==> config.mk <==
export PLATFORM = sky130hd
export DESIGN_NAME = affine_cipher_66_symbol
export DESIGN_NICKNAME = d
export VERILOG_FILES = /design/src/rtl/core/acs_pkg.sv /design/src/rtl/core/acs_xform.sv /design/src/rtl/core/affine_cipher_66_symbol.sv
export SDC_FILE = /design/constraint.sdc
export NUM_CORES = 1
export LEC_CHECK = 0
export ABC_AREA = 1
export BUFFER_PORTS_ARGS = -buffer_cell sky130_fd_sc_hd__buf_2
export CAP_MARGIN = 0
export CORE_MARGIN = 2
export CORE_UTILIZATION = 53
export CTS_CLUSTER_SIZE = 28
export DETAILED_ROUTE_END_ITERATION = 8
export PLACE_DENSITY = 0.82
export SLEW_MARGIN = 20
export SYNTH_ARGS = -nofsm -noshare
export SYNTH_HDL_FRONTEND = slang
export SYNTH_SLANG_ARGS = --single-unit
export TNS_END_PERCENT = 10
==> constraint.sdc <==
create_clock -name clock -period 8.7 [get_ports clock]
set_input_delay 1.74 -clock clock [delete_from_list [all_inputs] [get_ports clock]]
set_output_delay 1.74 -clock clock [all_outputs]
set_load 0.03 [all_outputs]
==> src/rtl/core/acs_pkg.sv <==
// shared types, constants and alphabet mapping functions for the affine cipher
`timescale 1ns / 1ps

package acs_pkg;

   localparam int ALPHABET_SIZE = 66;
   localparam int KEY_W         = 7;
   localparam int BYTE_W        = 8;
   localparam int DATA_W        = 32;
   localparam int ADDR_W        = 4;

   // a*x + b with every term below the alphabet size
   localparam int PROD_W        = 13;

   // floor(p / 66) == (p * 993) >> 16 for every p below 4356
   localparam int RECIP_SHIFT   = 16;
   localparam int RECIP_W       = 23;
   localparam logic [RECIP_W-1:0] RECIP_MUL = RECIP_W'(993);

   typedef enum logic [1:0] {
      REG_KEY_MULT     = 2'd0,
      REG_KEY_ADD      = 2'd1,
      REG_KEY_MULT_INV = 2'd2
   } acs_reg_type;

   typedef enum logic {
      OP_ENCRYPT = 1'b0,
      OP_DECRYPT = 1'b1
   } acs_op_type;

   typedef struct packed {
      logic [KEY_W-1:0] mult;
      logic [KEY_W-1:0] add;
      logic [KEY_W-1:0] mult_inverse;
   } acs_keys_type;

   typedef struct packed {
      logic             hit;
      logic [KEY_W-1:0] idx;
   } acs_index_type;

   // a 7-bit key is below twice the alphabet size, so one subtract reduces it
   function automatic logic [KEY_W-1:0] key_reduce(input logic [KEY_W-1:0] k);
      logic [KEY_W-1:0] r;
      if (k >= KEY_W'(ALPHABET_SIZE)) begin
         r = k - KEY_W'(ALPHABET_SIZE);
      end else begin
         r = k;
      end
      return r;
   endfunction

   // byte to alphabet position
   function automatic acs_index_type char_to_index(input logic [BYTE_W-1:0] c);
      acs_index_type r;
      r.hit = 1'b1;
      r.idx = '0;
      if (c inside {[8'h61:8'h7a]}) begin
         r.idx = KEY_W'(c - 8'h61);
      end else if (c == 8'h20) begin
         r.idx = KEY_W'(26);
      end else if (c inside {[8'h41:8'h5a]}) begin
         r.idx = KEY_W'(c - 8'h26);
      end else if (c == 8'h2e) begin
         r.idx = KEY_W'(53);
      end else if (c == 8'h2d) begin
         r.idx = KEY_W'(54);
      end else if (c == 8'h5f) begin
         r.idx = KEY_W'(55);
      end else if (c inside {[8'h30:8'h39]}) begin
         r.idx = KEY_W'(c + 8'h08);
      end else begin
         r.hit = 1'b0;
      end
      return r;
   endfunction

   // alphabet position to byte
   function automatic logic [BYTE_W-1:0] index_to_char(input logic [KEY_W-1:0] i);
      logic [BYTE_W-1:0] w;
      logic [BYTE_W-1:0] r;
      w = BYTE_W'(i);
      if (i inside {[7'd0:7'd25]}) begin
         r = w + 8'h61;
      end else if (i == 7'd26) begin
         r = 8'h20;
      end else if (i inside {[7'd27:7'd52]}) begin
         r = w + 8'h26;
      end else if (i == 7'd53) begin
         r = 8'h2e;
      end else if (i == 7'd54) begin
         r = 8'h2d;
      end else if (i == 7'd55) begin
         r = 8'h5f;
      end else if (i inside {[7'd56:7'd65]}) begin
         r = w - 8'h08;
      end else begin
         r = 8'h00;
      end
      return r;
   endfunction

endpackage

==> src/rtl/core/acs_xform.sv <==
// three-stage cipher pipeline: input register, product register, result register
`timescale 1ns / 1ps

module acs_xform (
   input  logic                         clock,
   input  logic                         reset,
   input  acs_pkg::acs_keys_type        keys,
   input  logic                         req_valid,
   output logic                         req_stall,
   input  logic                         req_op,
   input  logic [acs_pkg::BYTE_W-1:0]   req_char_in,
   output logic                         rsp_valid,
   input  logic                         rsp_stall,
   output logic [acs_pkg::BYTE_W-1:0]   rsp_char_out,
   output logic                         rsp_invalid
);

   logic s0_valid_ff, s0_valid_in;
   logic s1_valid_ff, s1_valid_in;
   logic s2_valid_ff, s2_valid_in;
   logic s0_take, s1_take, s2_take;

   logic                          s0_op_ff;
   logic [acs_pkg::BYTE_W-1:0]    s0_byte_ff;
   logic [acs_pkg::PROD_W-1:0]    s1_prod_ff, s1_prod_in;
   logic                          s1_invalid_ff, s1_invalid_in;
   logic [acs_pkg::BYTE_W-1:0]    s2_char_ff, s2_char_in;
   logic                          s2_invalid_ff;

   acs_pkg::acs_index_type        x;
   logic [acs_pkg::KEY_W-1:0]     add_r, mult_r, inv_r;
   logic [acs_pkg::BYTE_W-1:0]    diff;
   logic [acs_pkg::KEY_W-1:0]     diff_r;
   logic [acs_pkg::KEY_W-1:0]     factor, operand, addend;
   logic [2*acs_pkg::KEY_W-1:0]   prod_full;

   logic [acs_pkg::RECIP_W-1:0]   recip;
   logic [acs_pkg::KEY_W-1:0]     quot;
   logic [acs_pkg::PROD_W-1:0]    quot_x66;
   logic [acs_pkg::KEY_W-1:0]     rem;

   // handshake: each stage moves when the one after it has room
   assign s2_take   = !s2_valid_ff || !rsp_stall;
   assign s1_take   = !s1_valid_ff || s2_take;
   assign s0_take   = !s0_valid_ff || s1_take;
   assign req_stall = !s0_take;

   assign s0_valid_in = s0_take ? req_valid   : s0_valid_ff;
   assign s1_valid_in = s1_take ? s0_valid_ff : s1_valid_ff;
   assign s2_valid_in = s2_take ? s1_valid_ff : s2_valid_ff;

   always_ff @(posedge clock) begin
      if (reset) begin
         s0_valid_ff <= 1'b0;
         s1_valid_ff <= 1'b0;
         s2_valid_ff <= 1'b0;
      end else begin
         s0_valid_ff <= s0_valid_in;
         s1_valid_ff <= s1_valid_in;
         s2_valid_ff <= s2_valid_in;
      end
   end

   // stage 0: alphabet index, key reduction and the one multiply
   always_comb begin
      x      = acs_pkg::char_to_index(s0_byte_ff);
      add_r  = acs_pkg::key_reduce(keys.add);
      mult_r = acs_pkg::key_reduce(keys.mult);
      inv_r  = acs_pkg::key_reduce(keys.mult_inverse);
      diff   = acs_pkg::BYTE_W'(x.idx) + acs_pkg::BYTE_W'(acs_pkg::ALPHABET_SIZE)
               - acs_pkg::BYTE_W'(add_r);
      if (diff >= acs_pkg::BYTE_W'(acs_pkg::ALPHABET_SIZE)) begin
         diff_r = acs_pkg::KEY_W'(diff - acs_pkg::BYTE_W'(acs_pkg::ALPHABET_SIZE));
      end else begin
         diff_r = acs_pkg::KEY_W'(diff);
      end
      if (s0_op_ff == acs_pkg::OP_DECRYPT) begin
         factor  = inv_r;
         operand = diff_r;
         addend  = '0;
      end else begin
         factor  = mult_r;
         operand = x.idx;
         addend  = add_r;
      end
      prod_full = (2*acs_pkg::KEY_W)'(factor) * (2*acs_pkg::KEY_W)'(operand)
                  + (2*acs_pkg::KEY_W)'(addend);
      s1_prod_in    = acs_pkg::PROD_W'(prod_full);
      s1_invalid_in = !x.hit;
   end

   // stage 1: mod 66 by reciprocal multiply, then back to a byte
   always_comb begin
      recip    = acs_pkg::RECIP_W'(s1_prod_ff) * acs_pkg::RECIP_MUL;
      quot     = recip[acs_pkg::RECIP_SHIFT +: acs_pkg::KEY_W];
      quot_x66 = (acs_pkg::PROD_W'(quot) << 6) + (acs_pkg::PROD_W'(quot) << 1);
      rem      = acs_pkg::KEY_W'(s1_prod_ff - quot_x66);
      if (s1_invalid_ff) begin
         s2_char_in = '0;
      end else begin
         s2_char_in = acs_pkg::index_to_char(rem);
      end
   end

   always_ff @(posedge clock) begin
      if (s0_take && req_valid) begin
         s0_op_ff   <= req_op;
         s0_byte_ff <= req_char_in;
      end
      if (s1_take && s0_valid_ff) begin
         s1_prod_ff    <= s1_prod_in;
         s1_invalid_ff <= s1_invalid_in;
      end
      if (s2_take && s1_valid_ff) begin
         s2_char_ff    <= s2_char_in;
         s2_invalid_ff <= s1_invalid_ff;
      end
   end

   assign rsp_valid    = s2_valid_ff;
   assign rsp_char_out = s2_char_ff;
   assign rsp_invalid  = s2_invalid_ff;

endmodule

==> src/rtl/core/affine_cipher_66_symbol.sv <==
// Affine cipher over a 66-symbol alphabet (a-z, space, A-Z, '.', '-', '_', 0-9).
// Each word carries one byte and a direction; encrypt maps index x to (a*x+b) mod 66,
// decrypt to (a_inv*(x-b)) mod 66, and a byte outside the alphabet comes back as 0
// with rsp_invalid set. The pipeline has three register stages (input, product,
// result): a word moves from the input register to the product register and then to
// the result register; with no back-pressure one word can be taken every cycle. A stalled
// result backs the words up, and the input stalls only once all three stages hold one.
// Keys are used mod 66 and are not checked for being coprime. Keys sit at byte
// addresses 0 (a), 4 (b) and 8 (a_inv) and should be written only while no word is
// in flight.
`timescale 1ns / 1ps

module affine_cipher_66_symbol (
   input  logic                         clock,
   input  logic                         reset,
   input  logic                         csr_psel,
   input  logic                         csr_penable,
   input  logic                         csr_pwrite,
   input  logic [acs_pkg::ADDR_W-1:0]   csr_paddr,
   input  logic [acs_pkg::DATA_W-1:0]   csr_pwdata,
   output logic [acs_pkg::DATA_W-1:0]   csr_prdata,
   output logic                         csr_pready,
   input  logic                         req_valid,
   output logic                         req_stall,
   input  logic                         req_op,
   input  logic [acs_pkg::BYTE_W-1:0]   req_char_in,
   output logic                         rsp_valid,
   input  logic                         rsp_stall,
   output logic [acs_pkg::BYTE_W-1:0]   rsp_char_out,
   output logic                         rsp_invalid
);

   acs_pkg::acs_keys_type keys_ff, keys_in;
   logic                  wr_en;
   logic [1:0]            reg_sel;

   assign csr_pready = 1'b1;
   assign wr_en      = csr_psel && csr_penable && csr_pwrite && csr_pready;
   assign reg_sel    = csr_paddr[3:2];

   always_comb begin
      keys_in = keys_ff;
      if (wr_en) begin
         case (reg_sel)
            acs_pkg::REG_KEY_MULT: begin
               keys_in.mult = csr_pwdata[acs_pkg::KEY_W-1:0];
            end
            acs_pkg::REG_KEY_ADD: begin
               keys_in.add = csr_pwdata[acs_pkg::KEY_W-1:0];
            end
            acs_pkg::REG_KEY_MULT_INV: begin
               keys_in.mult_inverse = csr_pwdata[acs_pkg::KEY_W-1:0];
            end
            default: begin
               keys_in = keys_ff;
            end
         endcase
      end
   end

   always_ff @(posedge clock) begin
      if (reset) begin
         keys_ff.mult         <= acs_pkg::KEY_W'(1);
         keys_ff.add          <= '0;
         keys_ff.mult_inverse <= acs_pkg::KEY_W'(1);
      end else begin
         keys_ff <= keys_in;
      end
   end

   always_comb begin
      case (reg_sel)
         acs_pkg::REG_KEY_MULT: begin
            csr_prdata = acs_pkg::DATA_W'(keys_ff.mult);
         end
         acs_pkg::REG_KEY_ADD: begin
            csr_prdata = acs_pkg::DATA_W'(keys_ff.add);
         end
         acs_pkg::REG_KEY_MULT_INV: begin
            csr_prdata = acs_pkg::DATA_W'(keys_ff.mult_inverse);
         end
         default: begin
            csr_prdata = '0;
         end
      endcase
   end

   acs_xform u_xform (
      .clock        (clock),
      .reset        (reset),
      .keys         (keys_ff),
      .req_valid    (req_valid),
      .req_stall    (req_stall),
      .req_op       (req_op),
      .req_char_in  (req_char_in),
      .rsp_valid    (rsp_valid),
      .rsp_stall    (rsp_stall),
      .rsp_char_out (rsp_char_out),
      .rsp_invalid  (rsp_invalid)
   );

endmodule

Word-level counts from Yosys, hierarchy flattened

Cells that the tools add are included.

Bits in registers: 56
Input port bits: 52
Word-level logic and storage cells: 108

$add $sub $neg: 15
Multiply operators: 2
Magnitude comparators: 16
Equal/unequal tests: 10
Mux-type cells: 29
Reduce and logical (&&, ||, !) cells: 24

Operators with widths:

| kind                   | count |
|---|---|
| $mux 7                 | 14 |
| $mux 8                 | 7 |
| $sub 7x7->7 const B    | 5 |
| $eq 8x6->1 const B     | 3 |
| $ge 8x7->1 const B     | 3 |
| $mul 13x10->22 const B | 1 |
| $eq 7x6->1 const B     | 3 |
| $ge 7x7->1 const B     | 3 |
| $pmux 7 s3             | 1 |
| $add 7x7->8 const B    | 2 |
| $le 8x7->1 const B     | 2 |
| $add 13x7->13          | 1 |
| $mul 7x7->13           | 1 |
| $logic_and 1x1->1      | 11 |
| $add 7x6->8 const B    | 1 |
| $eq 8x7->1 const B     | 1 |
| $ge 8x6->1 const B     | 1 |
| $le 8x6->1 const B     | 1 |
| $sub 7x4->8 const B    | 1 |
| $sub 8x7->8            | 1 |
| $add 7x4->7 const B    | 1 |
| $add 7x7->7            | 1 |
| $eq 7x5->1 const B     | 1 |
| $ge 7x1->1 const B     | 1 |
| 14 further kinds       | 29 |

Depth between registers and ports, before layout

Gate-level depths: netlist of the first run.

Depth in word-level cells: 16
Gate-level depth with buffers: 50
Depth with buffers taken out: 50

Cells and area by module

Synthesis of the first run repeated with hierarchy kept, for this count alone.

Cell total of the unflattened synthesis: 1203
Area total of the unflattened synthesis: 8972.4 sq um

By module, submodules not included:

| module                  | times used | cells an instance | area each (sq um) |
|---|---|---|---|
| acs_xform               | 1          | 1015              | 7714.9 |
| affine_cipher_66_symbol | 1          | 188               | 1257.5 |

Worst setup path before layout of the first run

Ideal clock, no wire load.

Path kind: flip-flop to flip-flop
Start point: register u_xform.s0_byte_ff[1] (netlist bit)
End point: register u_xform.s1_prod_ff[11] (netlist bit) (data pin)
Arrival: 7.459 ns
Required time: 8.442 ns
Slack: 0.983 ns
Cell stages (with the launch flop): 48
Buffers on the path: 0
Path through: edfxtp_1 -> inv_1 -> ha_1 -> inv_1 -> nor2_1 -> inv_1 -> nor2_1 -> nand2_1 -> nand2_1 -> nand2_1 -> inv_2 -> o21ai_0 -> o21ai_1 -> ha_1 -> inv_1 -> ha_1 -> inv_1 -> fa_1 -> [... 12 more ...] -> fa_1 -> inv_1 -> fa_1 -> inv_1 -> fa_1 -> inv_1 -> fa_1 -> inv_1 -> ha_1 -> a21oi_1 -> nor2_1 -> nor2_1 -> inv_1 -> a21oi_1 -> nor2_1 -> o21ai_0 -> nand2_1 -> xor2_1

Cells in the longest elaborated chain, start to end: 16
Elaborated cells on any way between the ends: 31
Classes of those cells: add/sub: 7; mul: 1; order compare: 7; eq/ne: 4; mux: 9; reduce/logical: 3

RTL lines:

| what                                             | line                             | text |
|---|---|---|
| start: declaration                               | acs_xform.sv:24                  | `logic [acs_pkg::BYTE_W-1:0] s0_byte_ff;` |
| start signal: assignment                         | acs_xform.sv:108                 | `s0_byte_ff <= req_char_in;` |
| $ge 8x6->1 / $le 8x6->1 (equally long branches)  | acs_pkg.sv:70                    | `end else if (c inside {[8'h30:8'h39]}) begin` |
| $logic_and 1x1->1                                | acs_pkg.sv:70                    |  |
| $mux 7                                           | acs_pkg.sv:70                    |  |
| $mux 7                                           | acs_pkg.sv:68                    | `end else if (c == 8'h5f) begin` |
| $mux 7                                           | acs_pkg.sv:66                    | `end else if (c == 8'h2d) begin` |
| $mux 7                                           | acs_pkg.sv:64                    | `end else if (c == 8'h2e) begin` |
| $mux 7                                           | acs_pkg.sv:62                    | `end else if (c inside {[8'h41:8'h5a]}) begin` |
| $mux 7                                           | acs_pkg.sv:60                    | `end else if (c == 8'h20) begin` |
| $mux 7 *                                         | acs_pkg.sv:58                    | `if (c inside {[8'h61:8'h7a]}) begin` |
| $add 7x7->8                                      | acs_xform.sv:70                  | `diff = acs_pkg::BYTE_W'(x.idx) + acs_pkg::BYTE_W'(acs_pkg::ALPHABET_SIZE)` |
| $sub 8x7->8                                      | acs_xform.sv:71                  | `- acs_pkg::BYTE_W'(add_r);` |
| $sub 7x7->7 / $ge 8x7->1 (equally long branches) | acs_xform.sv:73, acs_xform.sv:72 |  |
| $mux 7                                           | acs_xform.sv:72                  | `if (diff >= acs_pkg::BYTE_W'(acs_pkg::ALPHABET_SIZE)) begin` |
| $mux 7 *                                         | acs_xform.sv:77                  | `if (s0_op_ff == acs_pkg::OP_DECRYPT) begin` |
| $mul 7x7->13 *                                   | acs_xform.sv:86                  | `prod_full = (2*acs_pkg::KEY_W)'(factor) * (2*acs_pkg::KEY_W)'(operand)` |
| $add 13x7->13 *                                  | acs_xform.sv:87                  | `+ (2*acs_pkg::KEY_W)'(addend);` |
| net u_xform.prod_full, one bit                   | acs_xform.sv:35                  | `logic [2*acs_pkg::KEY_W-1:0] prod_full;` |
| end signal: assignment                           | acs_xform.sv:111                 | `s1_prod_ff <= s1_prod_in;` |
| end: declaration                                 | acs_xform.sv:25                  | `logic [acs_pkg::PROD_W-1:0] s1_prod_ff, s1_prod_in;` |

The timed path passes the listed nets; every way through them passes the cells marked *.
A chain may end at the register's enable or synchronous reset.

Final worst setup path of the first run

Start point: register u_xform.s0_byte_ff[0] (netlist bit)
End point: register u_xform.s1_prod_ff[12] (netlist bit) (data pin)

The elaborated chain is that of the path after synthesis.

==> impl_metrics.ini, run 1 <==
[synth]
yosys.area_share.simple = 0.203
syn_inst = 1118
synthFlopType = edfxtp_1
yosys.area.top_type = ha_1
ys_types = 51
syn_area_sq_mm = 0.00866
syn_area_per_cell_sq_um = 7.75
synth-edff-count = 32
synth.most_common_cell = inv_1
yosys_warnings = 0
synthTopCellsByCount = 215 x inv_1, 162 x nand2_1, 139 x ha_1
synth_mux_area_frac = 0
synth_top_family_by_area = adder cells
synth-adder-area-share = 0.358
async_flop_share = 0
synth_area_leaders = ha_1 20%, fa_1 16%, edfxtp_1 11%, inv_1 9.3%, nand2_1 7.0%
ys_seq_elements = 56
synth-xor-area-share = 0.0435
synth_top_area_share = 0.201
synth_compound_area_frac = 0.102
yosysSeqAreaShare = 0.166

[worst_setup_path]
cp_data_arrival_time_ns = 8.29
cpPeakStageDelay_ns = 0.55
crit_path_frequent_cell = inv_1
critPathSlowestCell = fa_1
critPathRequiredTime_ns = 8.75
crit_type = flop to flop
r2r-start = u_xform.s0_byte_ff[0]
cp_max_fo = 7
worstSetupStartpointType = flop
critPathCaptureType = flop
crit_path_start = u_xform.s0_byte_ff[0]

[timing]
final_max_slew_viol_count = 0
worst_pin_slew_ns = 0.842
setup_slack_ns = 0.462
layout_min_cycle_time_ns = 8.24
max_freq_mhz = 121
hold_viol = 0
slew_headroom = 0.438
setup_viol = 0
fin_skew_ns = 0.00489
finalCritPeriodShare = 0.947

[clocking]
postCtsHoldBufs = 0
insertion_delay_ns = 0.30
path_clk_slew_ns = 0.07
cts_tree = built
numCtsBuffers = 5
cts.sinks = 56
cts_buffer_depth = 2
cts-root-buf = clkbuf_16
htree_levels = 2

[global_routing]
antenna_found_initial = 0
grt_max_degree = 22
grt-ovfl-total = 0
grt_first_pass_wirelength_microns = 31000
grt_pass1_vias = 6940
grt_use_total = 0.208

[place]
numPortBuffers = 42
pre_cts_slack_ns = 0.296
place_congestion = 0.966
placement.cell_area_sq_mm = 0.00906
hpwl_microns = 14900

[drt]
routedWlPerCell_microns = 12.8
ant_nets = 0
routed_wl_microns = 17800
vias_per_cell = 5.21
drc_errors = 0
dr.pass1.iters = 5
first_iter_violations = 461
via_count = 7217

[job]
drv_cap = 0

[die]
coreArea_sq_mm = 0.0159
die_w_microns = 132
core.rowCount = 46
die_h_microns = 132
num_io_pins = 96
start_util = 0.543
die-area_sq_mm = 0.0174

[layout]
final_cell_area_sq_mm = 0.00929
antennaDiodeCount = 0
drive_gt1_frac = 0.104
nNetsFinal = 1427
multiInputGateArea_sq_mm = 0.00625
fill_cells = 1444
syn2layout_area_growth_pct = 7.25
regArea_sq_mm = 0.00144

[status]
status = finished, final reports clean

[worst_hold_path]
min_path_type = flop to flop
hp-start = u_xform.s1_valid_ff
[path summary, 6_finish.rpt]
kind | to | slack, ns | depth (start not counted)
worst max-delay path | u_xform.s1_prod_ff[12] | 0.46 | 46
worst min-delay path | u_xform.rsp_valid | 0.49 | 2
worst max register to register | u_xform.s1_prod_ff[12] | 0.46 | 46
worst min register to register | u_xform.rsp_valid | 0.49 | 2
[what timing repair did]
item / in CTS / in global routing
gates resized for setup: 0 / 11
hold endpoints to repair: 0 / 0
setup buffers: 0 / 4
setup endpoints to repair: 0 / 4
[cell type report]
cell class / instances / share of cell area
sequential: 56 / 0.155
tap: 216 / 0.0291
inverter: 228 / 0.0927
timing repair buffer: 55 / 0.0331
clock buffer: 6 / 0.0150
clock inverter: 2 / 0.00189
multi-input combinational: 822 / 0.673
[worst max-delay path, delay by kind of cell (launching register included)]
kind	cells	cell delay [ns]
adders and majority gates	8	3.29
AOI/OAI and AO/OA	12	1.57
and+or+nand+nor	12	1.32
buffers and inverters	10	0.76
xor gates and xnor gates	4	0.58
DFF	1	0.46
[flip-flops by register name (all words and copies together), names as in the netlist]
signal and flops:
u_xform.s1_prod_ff 13, u_xform.s0_valid_ff 1, u_xform.s1_valid_ff 1, u_xform.s1_invalid_ff 1, u_xform.rsp_valid 1, keys_ff 21
u_xform.rsp_invalid 1, u_xform.s0_byte_ff 8, u_xform.s0_op_ff 1, u_xform.rsp_char_out 8
[metal layers]
metal | up-vias | wire length, microns | global-route usage
li1 | 3610 | - | -
met1 | 3384 | 7850 | 0.271
met2 | 192 | 8870 | 0.376
met3 | 31 | 793 | 0.0211
met4 | 0 | 286 | 0.0459
met5 | - | 0 | 0
[per-stage QoR]
| step | hold WS, ns | std cells | setup TNS (ns) | utilization |
|---|---|---|---|---|
| final | 0.490 | 1385 | 0 | 0.583 |
| after global routing | 0.518 | 1385 | -0.0218 | 0.583 |
| after CTS | 0.492 | 1381 | 0 | 0.578 |
| after detailed placement | 0.482 | 1373 | 0 | 0.569 |
| after global placement | 0.457 | 1373 | 0 | 0.569 |
| after floorplan | 0.424 | 1142 | 0 | - |
[layout by cell type (no fill, tap or decap), types with 3 or more instances in the layout]
cell type    n
ha_1       139
nand3_2      6
a21oi_2      8
nand3b_1     3
conb_1      26
a21oi_1     54
o21ai_0     52
xor2_1      32
nor3_1      13
nand3_1     50
nand2_2      9
buf_2       42
nor2_2       3
o21bai_1     3
clkbuf_16    5
nand4_1      9
o221ai_1     6
o21ai_1     13
nor2_1     121
fa_1        68
xnor2_1     10
inv_2       10
dfxtp_1     24
nand2_1    160
buf_4       13
nand2_4      8
inv_1      215
edfxtp_1    32
[cells by family (layout without fill, tap and decap cells)]
family | Yosys count | after routing
buffers and inverters | 264 | 291
AND/OR/NAND/NOR | 391 | 391
XOR/XNOR | 43 | 43
AO/OA/AOI/OAI | 155 | 155
flip-flops | 56 | 56
adder cells (fa/ha/maj) | 207 | 207
other | 2 | 26
Power of run 1 is not shown: default switching activity piles up to over one toggle a cycle in this logic, so the estimate is an artifact.
==> inputs of run 2 (changes only) <==
==> constraint.sdc (replaced) <==
create_clock -name clock -period 8.7 [get_ports clock]
set_input_delay 0.435 -clock clock [delete_from_list [all_inputs] [get_ports clock]]
set_output_delay 0.435 -clock clock [all_outputs]
set_load 0.03 [all_outputs]
==> run 2 against run 1 <==
Net effect: sequential cell count is the same; fmax up 0.53%; via count is 1.9% lower; clock skew decreased by 0.0023 ns; design area increased by 0.16%; hold slack worse by 0.18 ns; count of clock-buffer cells in the layout up 2; non-clock buffer count decreased by 2; worst setup slack improved by 0.043 ns; routed wire length down 0.75%; core utilization rose by 0.094 points; die area did not move; critical path type unchanged.
==> impl_metrics.ini, run 2 (synthesis results as in run 1) <==
[worst_hold_path]
whs_endpoint = u_xform.s0_byte_ff[4]
min_path_type = input port to flop
hold_depth = 1
hp-start = req_char_in[4]

[drt]
first_iter_violations = 408
drc_errors = 0
vias_per_cell = 5.12
dr.pass1.iters = 7
via_count = 7080
ant_nets = 0
routed_wl_microns = 17700
routedWlPerCell_microns = 12.8

[worst_setup_path]
cp_data_arrival_time_ns = 8.24
crit_type = flop to flop
critPathRequiredTime_ns = 8.75
worstSetupStartpointType = flop
critPathCaptureType = flop
worst_r2r_path_depth = 46
r2r_end = u_xform.s1_prod_ff[12]
cp_max_fo = 7
critPathSlowestCell = fa_1
crit_path_frequent_cell = inv_1
r2r-start = u_xform.s0_byte_ff[1]
cpPeakStageDelay_ns = 0.54
reg2reg_slack_ns = 0.51

[global_routing]
grt_pass1_vias = 6779
grt_first_pass_wirelength_microns = 30100
grt_use_total = 0.204
grt-ovfl-total = 0
antenna_found_initial = 0
grt_max_degree = 22

[place]
numPortBuffers = 42
hpwl_microns = 14800
place_congestion = 0.954

[timing]
final_max_slew_viol_count = 0
worst_pin_slew_ns = 0.801
layout_min_cycle_time_ns = 8.19
hold_viol = 0
finalCritPeriodShare = 0.942
fin_skew_ns = 0.00260
max_freq_mhz = 122
slew_headroom = 0.466
setup_viol = 0

[die]
start_util = 0.543
num_io_pins = 96
die_w_microns = 132
core.rowCount = 46
die_h_microns = 132
coreArea_sq_mm = 0.0159
die-area_sq_mm = 0.0174

[clocking]
cts_tree = built
htree_levels = 2
cts.sinks = 56
path_clk_slew_ns = 0.07
numCtsBuffers = 5
cts-root-buf = clkbuf_16
cts_buffer_depth = 2
insertion_delay_ns = 0.30

[layout]
final_common_cell = inv_1
reg.largest.list = keys_ff x21, u_xform.s1_prod_ff x13
fin_util = 0.584
largest_reg_flops = 21
layout_common_cells = 214 x inv_1, 160 x nand2_1, 139 x ha_1
antennaDiodeCount = 0
top_register = keys_ff
drive_gt1_frac = 0.101
syn2layout_area_growth_pct = 7.43
nNetsFinal = 1425

[status]
status = finished, final reports clean

[job]
drv_cap = 0
==> run 2: worst max-delay path by stage <==
stage	start	to	slack, ns	depth (start not counted)
floorplan	u_xform.s0_byte_ff[1]	u_xform.s1_prod_ff[11]	0.98	47
global placement	u_xform.s0_byte_ff[0]	u_xform.s1_prod_ff[12]	0.29	47
detailed placement	u_xform.s0_byte_ff[0]	u_xform.s1_prod_ff[12]	0.16	47
CTS	u_xform.s0_byte_ff[0]	u_xform.s1_prod_ff[12]	0.13	47
global route	u_xform.s0_byte_ff[1]	u_xform.s1_prod_ff[11]	-0.06	48
finish	u_xform.s0_byte_ff[1]	u_xform.s1_prod_ff[12]	0.51	46
==> run 2: final cells by class <==
type | count | area [sq um]
Inverter | 228 | 861
Multi-Input combinational cell | 822 | 6260
Clock buffer | 8 | 179
Tap cell | 216 | 270
Fill cell | 1471 | 6640
Timing Repair Buffer | 53 | 293
Sequential cell | 56 | 1440
==> run 2: per-layer routing <==
layer / wire length [microns] / share of wire / GRT usage
met1: 7880 / 0.45 / 0.262
met5: 0 / 0 / 0
met2: 8750 / 0.50 / 0.369
met4: 379 / 0.021 / 0.0556
met3: 649 / 0.037 / 0.0196
==> run 2: metrics by stage <==
step	hold slack, ns	cells	instance area [sq um]	setup TNS [ns]	worst slack (ns)
after CTS	0.305	1378	9220	0	0.132
final	0.308	1383	9300	0	0.505
after global placement	0.455	1370	9040	0	0.286
after detailed placement	0.467	1370	9040	0	0.164
after floorplan	0.424	1142	8750	0	0.983
after global routing	0.303	1383	9300	-0.115	-0.0614
==> run 2: worst max-delay path: cells and delay by family (launching register included) <==
kind                     cells  cell delay, ns
XOR/XNOR                     3            0.54
AND/OR/NAND/NOR             13            1.49
adder cells (fa/ha/maj)      8            3.20
AO/OA/AOI/OAI               11            1.32
buffers and inverters       11            0.87
flip-flops                   1            0.51
==> run 2: repair_timing <==
item                       in CTS  in global routing
setup endpoints to repair       0                  4
hold buffers                    0                  0
resized for setup               0                 13
setup buffers                   0                  5
Power of run 2 is left out for the same reason.
==> inputs of run 3 (changes only) <==
--- a/config.mk
+++ b/config.mk
@@ -5,7 +5,6 @@
 export SDC_FILE = /design/constraint.sdc
 export NUM_CORES = 1
 export LEC_CHECK = 0
-export ABC_AREA = 1
 export BUFFER_PORTS_ARGS = -buffer_cell sky130_fd_sc_hd__buf_2
 export CAP_MARGIN = 0
 export CORE_MARGIN = 2
==> run 3 against run 2 <==
Net effect: area after synthesis fell by 2.3%; worst setup slack worse by 0.13 ns; sequential share of layout area is essentially flat; fmax fell by 1.5%; core utilization increased by 0.51 points; clock skew rose by 0.0094 ns; final cell count is 11% lower; register-to-register slack worse by 0.13 ns; highest routed layer unchanged.
==> impl_metrics.ini, run 3 <==
[worst_hold_path]
hold_depth = 1
min_path_type = input port to flop

[global_routing]
grt-ovfl-total = 0
antenna_found_initial = 0
grt_first_pass_wirelength_microns = 30000
grt_max_degree = 28
grt_use_total = 0.216
grt_pass1_vias = 6593

[timing]
setup_viol = 0
finalCritPeriodShare = 0.957
fin_skew_ns = 0.0120
worst_pin_slew_ns = 0.856
layout_min_cycle_time_ns = 8.32
max_freq_mhz = 120
hold_viol = 0
slew_headroom = 0.429
final_max_slew_viol_count = 0

[layout]
drive_gt1_frac = 0.131
final_common_cell = ha_1
largest_reg_flops = 21
syn2layout_area_growth_pct = 9.70
layout_common_cells = 139 x ha_1, 129 x inv_1, 101 x nor2_1
antennaDiodeCount = 0
final_cell_area_sq_mm = 0.00928
nNetsFinal = 1269
top_register = keys_ff
reg.largest.list = keys_ff x21, u_xform.s1_prod_ff x13

[clocking]
postCtsHoldBufs = 0
cts_tree = built
cts_buffer_depth = 2
insertion_delay_ns = 0.30
cts.sinks = 56
cts-root-buf = clkbuf_16
numCtsBuffers = 5
htree_levels = 2
path_clk_slew_ns = 0.08

[die]
die_h_microns = 130
start_util = 0.537
die_w_microns = 130
die-area_sq_mm = 0.0170
num_io_pins = 96
coreArea_sq_mm = 0.0158
core.rowCount = 46

[worst_setup_path]
crit_type = flop to flop
critPathRequiredTime_ns = 8.75
worst_r2r_path_depth = 35
cp_data_arrival_time_ns = 8.38
worstSetupStartpointType = flop
critPathSlowestCell = fa_1
cp_max_fo = 8
cpPeakStageDelay_ns = 0.55
critPathCaptureType = flop
crit_path_frequent_cell = inv_1

[drt]
routedWlPerCell_microns = 14.8
first_iter_violations = 431
drc_errors = 0
routed_wl_microns = 18200
vias_per_cell = 5.49
ant_nets = 0
dr.pass1.iters = 5
via_count = 6735

[synth]
yosys_warnings = 0
yosysSeqAreaShare = 0.170
syn_inst = 947
synth_top_area_share = 0.205
synth_area_leaders = ha_1 21%, fa_1 16%, edfxtp_1 11%, inv_1 5.8%, dfxtp_1 5.7%
synth.most_common_cell = ha_1
yosys.area.top_type = ha_1
syn_area_sq_mm = 0.00846
async_flop_share = 0
synthTopCellsByCount = 139 x ha_1, 131 x inv_1, 101 x nor2_1
ys_seq_elements = 56
synthFlopType = edfxtp_1
syn_area_per_cell_sq_um = 8.94
ys_types = 76
synth-edff-count = 32

[place]
placement.cell_area_sq_mm = 0.00902
hpwl_microns = 14500
numPortBuffers = 42
place_congestion = 0.976

[status]
status = finished, final reports clean

[job]
drv_cap = 0
run 3: cell count changes after synthesis, sizes merged, moves of 8 or more:
cell   before  now
xnor2      11   32
nand2     177   49
nand3      57   17
mux2i       0   31
o21ai      67   41
nor2      125  101
xor2       32   13
a21o        1    9
nor2b       0   17
a21oi      63   33
inv       227  131
run 3: path summary, 6_finish.rpt:
path | start | to | slack (ns)
setup / recovery | u_xform.s0_byte_ff[1] | u_xform.s1_prod_ff[12] | 0.38
hold / removal | req_char_in[0] | u_xform.s0_byte_ff[0] | 0.30
setup reg to reg | u_xform.s0_byte_ff[1] | u_xform.s1_prod_ff[12] | 0.38
hold reg to reg | u_xform.s1_valid_ff | u_xform.rsp_valid | 0.48
run 3: per-layer routing:
layer  share of wire  wire length, microns  global-route usage
met1            0.44                  8040               0.280
met2            0.49                  8880               0.378
met3           0.048                   868              0.0283
met4           0.022                   397              0.0632
met5               0                     0                   0
run 3: cell families (layout without fill, tap and decap cells):
| kind of cell | Yosys count | count (layout) | share of synthesized area |
|---|---|---|---|
| DFF | 56 | 56 | 0.170 |
| adders and majority gates | 207 | 207 | 0.366 |
| buffers and inverters | 175 | 215 | 0.0897 |
| muxes | 33 | 33 | 0.0408 |
| other | 2 | 26 | 0.000887 |
| xor gates and xnor gates | 45 | 45 | 0.0466 |
| AOI/OAI and AO/OA | 157 | 157 | 0.126 |
| and+or+nand+nor | 272 | 272 | 0.159 |
run 3: through the flow:
step	setup WS, ns	cells	hold WS (ns)	utilization	TNS [ns]
after floorplan	0.0110	971	0.444	-	0
after global placement	0.00799	1218	0.461	0.572	0
after detailed placement	-0.217	1218	0.474	0.572	-0.223
after CTS	0.0125	1227	0.301	0.583	0
after global routing	-0.0308	1227	0.300	0.589	-0.0308
final	0.378	1227	0.304	0.589	0
run 3: area by class of cell:
cell class	count	area, sq um
inverters	132	495
clock buffers	5	125
repair buffers	75	458
flip-flops and latches	56	1440
clock inverters	3	23.8
multi-input cells	740	6470
well taps	216	270
fillers	1389	6490
run 3: timing repair:
item	in CTS	in global routing
gates cloned	0	0
pin swaps	1	9
resized for setup	5	22
setup endpoints to repair	2	3
setup buffers	1	0
run 3: worst max-delay path: cells and delay by family (launching register included):
kind | cells | cell delay (ns)
flops | 1 | 0.41
xor+xnor | 1 | 0.09
mux | 1 | 0.25
simple gates | 7 | 1.84
buf+inv | 6 | 0.34
compound gates | 11 | 1.85
fa+ha+maj | 9 | 3.26
Power of run 3 is left out for the same reason.
